**src/rtl/trcpu_pkg.sv**
```systemverilog
package trcpu_pkg;

   // Word and address sizes of the machine.
   localparam int WORD_W = 16;
   localparam int ADDR_W = 15;

   // Default store depths in words.
   localparam int PROG_DEPTH_DEF = 32768;
   localparam int DATA_DEPTH_DEF = 32768;

   // Instruction bit positions for compute instructions.
   localparam int BIT_CINST = 15;
   localparam int BIT_MSEL  = 12;
   localparam int BIT_ZX    = 11;
   localparam int BIT_NX    = 10;
   localparam int BIT_ZY    = 9;
   localparam int BIT_NY    = 8;
   localparam int BIT_ADD   = 7;
   localparam int BIT_NO    = 6;
   localparam int BIT_DEST_A = 5;
   localparam int BIT_DEST_D = 4;
   localparam int BIT_DEST_M = 3;
   localparam int BIT_JLT   = 2;
   localparam int BIT_JEQ   = 1;
   localparam int BIT_JGT   = 0;

   // Commands carried on the request channel.
   typedef enum logic [1:0] {
      CMD_STEP       = 2'd0,
      CMD_LOAD_PROG  = 2'd1,
      CMD_WRITE_DATA = 2'd2,
      CMD_READ_DATA  = 2'd3
   } cmd_type;

   // Status returned by the ALU.
   typedef struct packed {
      logic [WORD_W-1:0] result;
      logic              jump;
   } alu_out_type;

endpackage

```
**src/rtl/trcpu_alu.sv**
```systemverilog
module trcpu_alu (
   input  logic [trcpu_pkg::WORD_W-1:0] instr,
   input  logic [trcpu_pkg::WORD_W-1:0] x,
   input  logic [trcpu_pkg::WORD_W-1:0] y,
   output trcpu_pkg::alu_out_type       alu_out
);

   logic [trcpu_pkg::WORD_W-1:0] xz, xn, yz, yn, fr, res;

   // Operand conditioning, function select and output inversion.
   always_comb begin
      xz  = instr[trcpu_pkg::BIT_ZX] ? '0 : x;
      xn  = instr[trcpu_pkg::BIT_NX] ? ~xz : xz;
      yz  = instr[trcpu_pkg::BIT_ZY] ? '0 : y;
      yn  = instr[trcpu_pkg::BIT_NY] ? ~yz : yz;
      fr  = instr[trcpu_pkg::BIT_ADD] ? (xn + yn) : (xn & yn);
      res = instr[trcpu_pkg::BIT_NO] ? ~fr : fr;
   end

   // The jump condition looks at the sign and zero of the result.
   always_comb begin
      alu_out.result = res;
      if (res[trcpu_pkg::WORD_W-1]) begin
         alu_out.jump = instr[trcpu_pkg::BIT_JLT];
      end else if (res == '0) begin
         alu_out.jump = instr[trcpu_pkg::BIT_JEQ];
      end else begin
         alu_out.jump = instr[trcpu_pkg::BIT_JGT];
      end
   end

endmodule

```
**config.mk**
```make
export PLATFORM = sky130hd
export DESIGN_NAME = trcpu_alu
export DESIGN_NICKNAME = d
export VERILOG_FILES = /design/src/rtl/trcpu_pkg.sv /design/src/rtl/trcpu_alu.sv
export SDC_FILE = /design/constraint.sdc
export NUM_CORES = 1
export LEC_CHECK = 0
export BUFFER_PORTS_ARGS = -buffer_cell sky130_fd_sc_hd__buf_4
export CAP_MARGIN = 10
export CORE_MARGIN = 2
export CORE_UTILIZATION = 58
export DETAILED_ROUTE_END_ITERATION = 8
export PLACE_DENSITY = 0.95
export SYNTH_ARGS = -nofsm -noshare
export SYNTH_HDL_FRONTEND = slang
export SYNTH_SLANG_ARGS = --single-unit
```
**constraint.sdc**
```tcl
create_clock -name vclk -period 7.4
set_input_delay 1.11 -clock vclk [all_inputs]
set_output_delay 1.11 -clock vclk [all_outputs]
set_load 0.01 [all_outputs]
```
* Word-level counts from Yosys, hierarchy flattened
Index checks and enable logic that the tools add are counted. W data, S select, Z words.
Cells by class: $add $sub $neg 1, mux-type cells 8, bitwise logic cells 4, reduce and logical (&&, ||, !) cells 1
Operator list (count):
- $mux W16 | 6
- $not A16 Y16 | 3
- $add A16 B16 Y16 | 1
- $and A16 B16 Y16 | 1
- $logic_not A16 Y1 | 1
- $mux W1 | 2
Storage, ports and cells: bits in registers 0, bits of input ports 48, output and inout port bits 17, logic and storage cells 14

* Logic depth before layout (Yosys ltp)
depth after elaboration 10, depth in mapped cells 14, mapped depth without buffers 13

* Worst setup path before layout
OpenSTA, ideal clock, no wires.
kind input -> output, start input port instr[10] (netlist bit), end output port alu_out[0] (netlist bit), arrival time 4.695 ns, data required time 6.290 ns, slack 1.595 ns, cell stages on the path 13, path buffers 2, path through clkbuf_1 clkbuf_1 xnor2_1 fa_1 a21o_1 a22o_1 or3_1 a31oi_1 xnor2_1 or4b_1 nor4_2 a41oi_1 a21oi_1
RTL lines:
- start, declared | line trcpu_alu.sv:2 | input logic [trcpu_pkg::WORD_W-1:0] instr,
- end, declared | line trcpu_alu.sv:5 | output trcpu_pkg::alu_out_type alu_out

==> impl_metrics.toml <==
[critical_path]
slowest_delay_ps = 530
cp.required_ps = 6290
crit_fanout = 16
path_cells = "buf_4 -> nand2b_1 -> xnor2_1 -> ha_1 -> fa_1 -> a21o_1 -> a22o_1 -> or3_1 -> a31oi_1 -> xnor2_1 -> or4b_1 -> nor4_2 -> a41oi_1 -> a21oi_1 -> buf_4"
worstPathArrival_ps = 4570
crit_path_start_kind = "primary input"
critPathCaptureType = "primary output"
crit_slowest_cell = "or4b_1"
crit_type = "in -> out"

[finish]
register_area_um2 = 0
nFlopsAndLatches = 0
multi_input_area_um2 = 1780
fill_cells = 263
area_growth_pct = 22.1
layout-drive-gt1-share_pct = 23.1
fin_cells = 347
nets = 370
antennaDiodeCount = 0
clock_buffers = 0

[drt]
drt_iter0_markers = 113
ant_nets = 0
routed_wirelength_um = 4430
first_pass_iters = 4
drc = 0
detailroute.via_count = 1988
viasPerCell = 5.73
wl_per_cell_um = 12.8

[synthesis]
yosysWarnings = 0
synth_top_area_cell = "xnor2_1"
yosysMostFrequentCell = "xnor2_1"
synth_area_leaders = "xnor2_1 22%, ha_1 11%, nand2b_1 11%"
syn_inst = 261
synth_area_um2 = 1880
yosysSeqAreaShare_pct = 0
synthTopCellsByCount = "47 x xnor2_1, 32 x nand2b_1, 16 x ha_1"
avgSynthCellArea_um2 = 7.21
synth_cell_types = 58
synthesis.nets = 326
yosysTopAreaCellShare_pct = 21.9

[place]
io_buffers = 58
dpl.hpwl_um = 3710
dp.cells = 347
gp_congestion = 0.914

[global_route]
met2_usage_pct = 39.8
grtUsageTotal_pct = 22.4
use_met1_pct = 32.5
met3_usage_pct = 0
grt.busiest_layer = "met2"
antenna_found_initial = 0
grt_max_degree = 28
first_global_vias = 1505
grt_pass1_wl_um = 6660
grt_overflow = 0

[worst_hold_path]
whs_path_depth = 4
hold_end = "alu_out[0]"
worst_hold_path_type = "in -> out"
min-delay-start = "instr[2]"

[pwr]
clockPowerShare_pct = 0
switching_power_uw = 167
p_comb_share_pct = 100.0
power.density_nw_per_um2 = 139
p_int_uw = 152
seqPwrFrac_pct = 0
p_sw_share_pct = 52.3
vdd_drop_max_uv = 55.5
leakagePower_uw = 0.00103

[clock_tree]
cts_resized = 0
ctsHoldBuffers = 0
cts_setup_buffers = 0

[sta]
rsz0062_at_grt = "false"
fin_crit_ps = 5680
maxSlewViolCount = 0
setup_viol = 0
slew_headroom_pct = 61.6
finalSetupTns_ps = 0
hold_viol_final = 0
fmax_mhz = 176
fin_crit_sh_pct = 76.8
worst_pin_slew_ps = 561

[die]
ios = 65
core_area_um2 = 3080
rows = 20
die_area_um2 = 3720
die_w_um = 61.0
die_h_um = 61.0
initial_core_util_pct = 61.1

[status]
run_status = "finished, final reports clean"

[flow_run]
drv_cap = 0
metal layers:
metal,wire (µm),up-vias
li1,-,1018
met1,2000,888
met2,2180,82
met3,250,0
met4,0,0
met5,0,-
worst max-delay path: cells and delay by family:
family / cells / cell delay, ps
AOI/OAI and AO/OA: 5 / 1040
xor gates and xnor gates: 2 / 250
and+or+nand+nor: 4 / 1210
buffers and inverters: 2 / 280
adders and majority gates: 2 / 680
area by class of cell:
type	instances	share of cell area [%]
inverters	7	1.25
multi-input cells	238	77.4
well taps	44	2.40
repair buffers	58	18.9
worst max path at each step:
stage | start | end | slack (ps) | depth (start not counted)
detailed placement | instr[11] | alu_out[0] | 1750 | 15
floorplan | instr[10] | alu_out[0] | 1590 | 13
finish | instr[11] | alu_out[0] | 1720 | 15
global route | instr[11] | alu_out[0] | 1520 | 15
global placement | instr[11] | alu_out[0] | 1750 | 15
CTS | instr[11] | alu_out[0] | 1740 | 15
kinds of logic (layout without fill, tap and decap cells):
group                      after synthesis  count (layout)  synth area share [%]
AOI/OAI and AO/OA                       65              65                  25.0
xor gates and xnor gates                50              50                  23.3
adders and majority gates               17              17                  11.7
buffers and inverters                   23              65                  5.45
muxes                                    7               7                  3.72
and+or+nand+nor                         99              99                  30.9
stage by stage:
stage          power [µW]  util, %  hold slack (ps)  cell area [µm²]  setup WS, ps
2_1_floorplan         226        -             2370             1880          1590
3_3_place_gp          307     74.7             2570             2300          1750
3_5_place_dp          315     74.7             2560             2300          1750
4_1_cts               316     74.7             2560             2300          1740
5_1_grt               346     74.7             2590             2300          1520
6_report              319     74.7             2570             2300          1720
power by group through the flow:
| stage | registers, µW | clock network [µW] | logic (µW) |
|---|---|---|---|
| 2_1_floorplan | 0 | 0 | 226 |
| 3_3_place_gp | 0 | 0 | 307 |
| 3_5_place_dp | 0 | 0 | 315 |
| 4_1_cts | 0 | 0 | 316 |
| 5_1_grt | 0 | 0 | 346 |
| 6_report | 0 | 0 | 319 |
layout by cell type (no fill, tap or decap), drive strengths merged, types with 3 or more instances in the layout:
master  Yosys  layout
buf         7      58
xnor2      47      47
nand2b     32      32
ha         16      16
nor2       14      14
a21oi      13      13
nand2      12      12
o21ai       9       9
a21o        8       8
nand3       7       7
mux2i       7       7
inv         7       7
a31oi       6       6
nor2b       6       6
a211oi      6       6
nor3        5       5
or3         4       4
o21bai      3       3
xor2        3       3
(Power assumes the default switching activity.)
